<file path="src/rtl/puq_pkg.sv">
package puq_pkg;

  localparam int unsigned NUM_USERS = 16;

  localparam logic [1:0] ST_OK       = 2'd0;
  localparam logic [1:0] ST_OVER     = 2'd1;
  localparam logic [1:0] ST_NEW_OVER = 2'd2;
  localparam logic [1:0] ST_FULL     = 2'd3;

  localparam logic [31:0] DEFAULT_QUOTA_RST = 32'd5000;

  typedef struct packed {
    logic        done;
    logic [31:0] user_id;
    logic [31:0] size_change;
    logic [1:0]  status;
    logic [31:0] used;
    logic [31:0] quota;
  } token_t;

  // signed change larger than the unsigned default quota
  function automatic logic over_default(input logic [31:0] sc, input logic [31:0] dq);
    over_default = $signed({sc[31], sc}) > $signed({1'b0, dq});
  endfunction

endpackage

</file>
<file path="src/rtl/puq_cell.sv">
module puq_cell (
  input  logic                clk,
  input  logic                rst_n,
  input  logic [31:0]         default_quota,
  input  logic                tok_vld_i,
  input  puq_pkg::token_t     tok_i,
  output logic                tok_vld_o,
  output puq_pkg::token_t     tok_o
);

  logic            valid_r;
  logic [31:0]     user_r;
  logic [31:0]     used_r;
  logic [31:0]     limit_r;
  logic            tok_vld_r;
  puq_pkg::token_t tok_r;
  puq_pkg::token_t tok_nxt;

  logic        live;
  logic        hit;
  logic        fre;
  logic [33:0] sum;
  logic        over;
  logic [31:0] upd_used;
  logic [31:0] new_used;
  logic        new_over;

  assign live     = tok_vld_i && !tok_i.done;
  assign hit      = live && valid_r && (user_r == tok_i.user_id);
  assign fre      = live && !valid_r;
  assign sum      = {2'b00, used_r} + {{2{tok_i.size_change[31]}}, tok_i.size_change};
  assign over     = $signed(sum) > $signed({2'b00, limit_r});
  assign upd_used = sum[33] ? 32'd0 : sum[31:0];
  assign new_used = tok_i.size_change[31] ? 32'd0 : tok_i.size_change;
  assign new_over = puq_pkg::over_default(tok_i.size_change, default_quota);

  always_comb begin
    tok_nxt = tok_i;
    if (hit) begin
      tok_nxt.done   = 1'b1;
      tok_nxt.status = over ? puq_pkg::ST_OVER : puq_pkg::ST_OK;
      tok_nxt.used   = over ? used_r : upd_used;
      tok_nxt.quota  = limit_r;
    end else if (fre) begin
      tok_nxt.done   = 1'b1;
      tok_nxt.status = new_over ? puq_pkg::ST_NEW_OVER : puq_pkg::ST_OK;
      tok_nxt.used   = new_over ? 32'd0 : new_used;
      tok_nxt.quota  = default_quota;
    end
  end

  always_ff @(posedge clk) begin
    if (!rst_n) begin
      valid_r   <= 1'b0;
      tok_vld_r <= 1'b0;
    end else begin
      tok_vld_r <= tok_vld_i;
      if (fre && !new_over) begin
        valid_r <= 1'b1;
      end
    end
  end

  always_ff @(posedge clk) begin
    tok_r <= tok_nxt;
    if (hit && !over) begin
      used_r <= upd_used;
    end
    if (fre && !new_over) begin
      user_r  <= tok_i.user_id;
      used_r  <= new_used;
      limit_r <= default_quota;
    end
  end

  assign tok_vld_o = tok_vld_r;
  assign tok_o     = tok_r;

endmodule

</file>
<file path="config.mk">
export PLATFORM = sky130hd
export DESIGN_NAME = puq_cell
export DESIGN_NICKNAME = d
export VERILOG_FILES = /design/src/rtl/puq_pkg.sv /design/src/rtl/puq_cell.sv
export SDC_FILE = /design/constraint.sdc
export NUM_CORES = 1
export LEC_CHECK = 0
export ABC_AREA = 1
export BUFFER_PORTS_ARGS = -buffer_cell sky130_fd_sc_hd__buf_4
export CAP_MARGIN = 20
export CELL_PAD_IN_SITES_DETAIL_PLACEMENT = 2
export CELL_PAD_IN_SITES_GLOBAL_PLACEMENT = 2
export CORE_ASPECT_RATIO = 2
export CORE_UTILIZATION = 25
export CTS_CLUSTER_DIAMETER = 120
export CTS_CLUSTER_SIZE = 20
export DETAILED_ROUTE_END_ITERATION = 16
export PLACE_DENSITY = 0.74
export SETUP_SLACK_MARGIN = 0.5
export SYNTH_ARGS = -nofsm -noshare
export SYNTH_HDL_FRONTEND = slang
export SYNTH_SLANG_ARGS = --single-unit
</file>
<file path="constraint.sdc">
create_clock -name clk -period 6.9 [get_ports clk]
set_clock_uncertainty 0.2 [all_clocks]
set_input_delay 2.07 -clock clk [delete_from_list [all_inputs] [get_ports clk]]
set_output_delay 2.07 -clock clk [all_outputs]
set_load 0.01 [all_outputs]
</file>
# After elaboration in Yosys (flattened, before gate mapping)
# Index checks and enable logic that the tools add are counted.
# totals
ff_bits,229
# op_classes
n_mux,10
n_eq_ne,1
addsub,1
n_reduce_logical,12
magnitude_cmp,2
# op_table
op,count
2-to-1 mux 66 bit,2
2-to-1 mux 32 bit,4
2-to-1 mux 31 bit,2
adder 33 x 32 -> 34 bit,1
greater-than comparator 34 x 33 -> 1 bit,1
greater-than comparator 32 x 33 -> 1 bit,1
equality test 32 bit,1
logical AND 1 bit,6
logical NOT 1 bit,4
2-to-1 mux 2 bit,1
nonzero test 2 bit,1
OR reduction 2 bit,1
2-to-1 mux 1 bit,1

# Logic depth before layout (Yosys ltp)
# depth
depth_word,7
ltp_mapped,31

# Least setup slack after synthesis
# OpenSTA, ideal clock, no wires.
# synth_path
path_kind,input port to flip-flop
start,in tok_i[66] (netlist bit)
end,reg used_r[0] (enable)
arrival_ns,5.449
slack_ns,0.862
setup_time_ns,0.389
path_stages,31
required_ns,6.311
cell_sequence,ha_1 > inv_1 > fa_1 > inv_1 > nand3_1 > nand2_1 > nand2_1 > nand2_1 > nand3_1 > nand3_1 > xnor2_1 > inv_1 > ha_1 > nand2_1 > inv_1 > nand2_1 > nand2_1 > nand2_1 > nand2_1 > nor2_1 > nand2_1 > nand2_1 > nand2_1 > nand2_1 > nand2_1 > nand2_1 > nand3_4 > nand2_8 > buf_6 > nand2_1 > nand2_1
# synth_via
elab_chain_cells,5
# synth_rtl
element,line_no,source
from (decl),puq_cell.sv:6,"input puq_pkg::token_t tok_i,"
adder 33 x 32 -> 34 bit,puq_cell.sv:31,"assign sum = {2'b00, used_r} + {{2{tok_i.size_change[31]}}, tok_i.size_change};"
greater-than comparator 34 x 33 -> 1 bit,puq_cell.sv:32,"assign over = $signed(sum) > $signed({2'b00, limit_r});"
logical NOT 1 bit,puq_cell.sv:66,if (hit && !over) begin
logical AND 1 bit,puq_cell.sv:66,
nonzero test 2 bit (no source line) (*),-,
to (signal assigned),puq_cell.sv:67,used_r <= upd_used;
to (signal assigned),puq_cell.sv:71,used_r <= new_used;
to (decl),puq_cell.sv:13,logic [31:0] used_r;
# Mark *: on every way between the ends. The rest lies on a longest branch, timed or not.
# A chain may end at the register's enable or synchronous reset.

==> flow_metrics.py <==
metrics = {
    "sta": {
        "period_share_pct": 86.3,
        "tightest_slew_ns": 0.921,
        "whs_ns": 0.309,
        "post-route-min-period_ns": 5.95,
        "slew_headroom_pct": 38.6,
        "setup_viol": 0,
        "hold_viol_final": 0,
        "max_freq_mhz": 168,
        "timing.setup.tns_ns": 0,
        "rsz0062_at_grt": "false",
        "report.final.slew_viol_count": 0,
    },
    "detailed_routing": {
        "drt_iter0_markers": 367,
        "vias_per_cell": 4.78,
        "drt-total-wl_um": 53200,
        "ant_nets": 0,
        "first_pass_iters": 5,
        "vias": 11601,
        "drcViolationCount": 0,
        "wl_per_cell_um": 21.9,
    },
    "grt": {
        "grt_overflow_total": 0,
        "grt_max_degree": 70,
        "track_usage_pct": 20.8,
        "grt_pass1_vias": 13207,
        "antenna_found_initial": 0,
        "grt_pass1_wl_um": 79800,
    },
    "synthesis": {
        "yosysSeqAreaShare_pct": 44.5,
        "synth.top_cells.by_count": "nand2_1 (357), inv_1 (208), dfxtp_1 (133)",
        "synth_top_area_share_pct": 23.1,
        "synth.distinct_cells": 48,
        "avgSynthCellArea_um2": 8.36,
        "synth_area_leaders": "edfxtp_1 (23%), dfxtp_1 (21%), nand2_1 (11%), ha_1 (9.8%), inv_1 (6.3%)",
        "yosysTopAreaCell": "edfxtp_1",
        "async_reset_ff_share_pct": 0,
        "ys_warn_count": 0,
        "syn_inst": 1491,
        "synth_seq_cells": 229,
        "synth_area_mm2": 0.0125,
        "syn_nets": 1756,
        "synth_most_common_cell": "nand2_1",
        "ys_dominant_reg_cell": "dfxtp_1",
        "synth_enable_flop_cells": 96,
    },
    "cts": {
        "clkLatencyLatePin_ns": 0.54,
        "clock-sinks": 229,
        "cts_hold_buf": 0,
        "htreeDepth": 1,
        "cts_buffers": 15,
        "cts_resized": 0,
        "cts_tree": "done",
        "cts_setup_buffers": 0,
        "clk_path_buf_depth": 3,
        "clkTransAtPathRegs_ns": 0.10,
        "cts-root-buf": "clkbuf_16",
    },
    "worst_setup_path": {
        "critPathMaxFanout": 32,
        "critPathLaunchType": "primary input",
        "crit_arrival_ns": 6.23,
        "worst-path-buf-inv": 4,
        "critPathMaxStageDelay_ns": 0.43,
        "critPathTopFamily": "simple AND/OR/NAND/NOR gates",
        "cp.required_ns": 7.18,
        "end_kind": "flip-flop",
        "cpMaxStageDelayCell": "fa_1",
        "crit_type": "primary input to flip-flop",
        "cpMostUsedCell": "nand2_1",
    },
    "place": {
        "post_dp_cell_area_mm2": 0.0155,
        "numPortBuffers": 297,
        "gp_congestion": 0.871,
        "place_hpwl_um": 42600,
    },
    "status": {
        "status": "completed",
    },
    "die": {
        "start_util_pct": 25.3,
        "coreArea_mm2": 0.0492,
        "die_area_mm2": 0.0508,
        "fp.dieW_um": 160,
        "rows": 115,
        "ioPinCount": 298,
        "die_h_um": 318,
    },
    "power": {
        "power.density_mw_per_mm2": 212,
        "peakVddDrop_v": 0.000173,
        "power.total_mw": 3.37,
        "p_leak_nw": 7.58,
    },
    "layout": {
        "fin_nets": 2042,
        "synthToLayoutAreaGrowth_pct": 27.5,
        "seqCellArea_mm2": 0.00555,
        "multi_input_area_mm2": 0.00588,
        "stdcell_area_mm2": 0.0159,
        "fillers": 5677,
        "n_antenna_cell": 0,
        "layout-drive-gt1-share_pct": 21.9,
    },
    "min_path": {
        "hold_class": "flip-flop to flip-flop",
    },
    "run": {
        "cap_violations": 0,
    },
}
[power breakdown]
group	switching (mW)	internal (mW)
Sequential	0.0300	1.50
Clock	0.522	0.416
Combinational	0.560	0.337
[worst paths after layout]
kind	from	end	slack, ns	cells after the start
worst max-delay path	tok_i[66]	tok_o[57]	0.95	25
worst max register to register	used_r[0]	tok_o[57]	2.23	24
worst min register to register	valid_r	valid_r	0.31	2
worst min-delay path	valid_r	valid_r	0.31	2
[worst reg2reg max path, cell delays in order (launching register included)]
cell and delay, ns:
edfxtp_1 0.37, ha_1 0.27, inv_1 0.12, fa_1 0.43
inv_1 0.11, nand3_1 0.08, nand2_1 0.18, nand2_1 0.07
nand3_1 0.17, nand2_1 0.08, nand2_1 0.21, a21oi_1 0.19
xnor2_1 0.21, ha_1 0.31, nand3_1 0.09, nor2_1 0.27
nand2_1 0.09, nand2_1 0.10, nand2_1 0.06, nand2_1 0.05
nand2_1 0.08, nand3_4 0.11, buf_4 0.43, nand4_1 0.18
nand3_1 0.14
[metal layers]
metal / up-vias / GRT usage (%) / share of wire [%]
met5: - / 0 / 0
met2: 251 / 44.9 / 60
li1: 5501 / - / -
met4: 0 / 10.2 / 5.0
met3: 84 / 1.89 / 2.7
met1: 5765 / 18.3 / 32
[sequential cells by signal, indices dropped and copies added (netlist names)]
signal	flops
tok_o	131
valid_r	1
used_r	32
limit_r	32
tok_vld_o	1
user_r	32
[through the flow]
| stage | setup WS [ns] | std cells | utilization [%] |
|---|---|---|---|
| floorplan | 0.862 | 1491 | - |
| global placement | 0.374 | 2402 | 31.4 |
| detailed placement | 0.324 | 2403 | 31.4 |
| CTS | 0.869 | 2428 | 32.3 |
| global route | 0.653 | 2428 | 32.3 |
| finish | 0.946 | 2428 | 32.3 |
[cells by family (layout without fill, tap and decap cells)]
group	after synthesis	count (layout)	share of synthesized area (%)
xor gates and xnor gates	49	49	3.44
DFF	229	229	44.5
adders and majority gates	99	99	9.99
and+or+nand+nor	680	680	25.4
AOI/OAI and AO/OA	171	171	8.05
buffers and inverters	262	556	8.52
muxes	1	1	0.0803
[area by class of cell]
type                       instances  area share [%]
multi-input combinational       1000            37.0
sequential                       229            34.9
timing repair buffer             315            15.2
clock buffer                      23            2.55
inverter                         216            5.12
clock inverter                     2           0.157
tap                              643            5.06
[cells in the final DEF, fill, tap and decap left out, types with 60 or more instances in the layout]
cell type / netlist / routed
a21oi_1: 60 / 60
dfxtp_1: 133 / 133
nand3_1: 74 / 74
edfxtp_1: 96 / 96
nor2_1: 95 / 94
nand4_1: 77 / 77
buf_4: 6 / 311
inv_1: 208 / 207
nand2_1: 357 / 357
ha_1: 98 / 98
(Power assumes the default switching activity.)
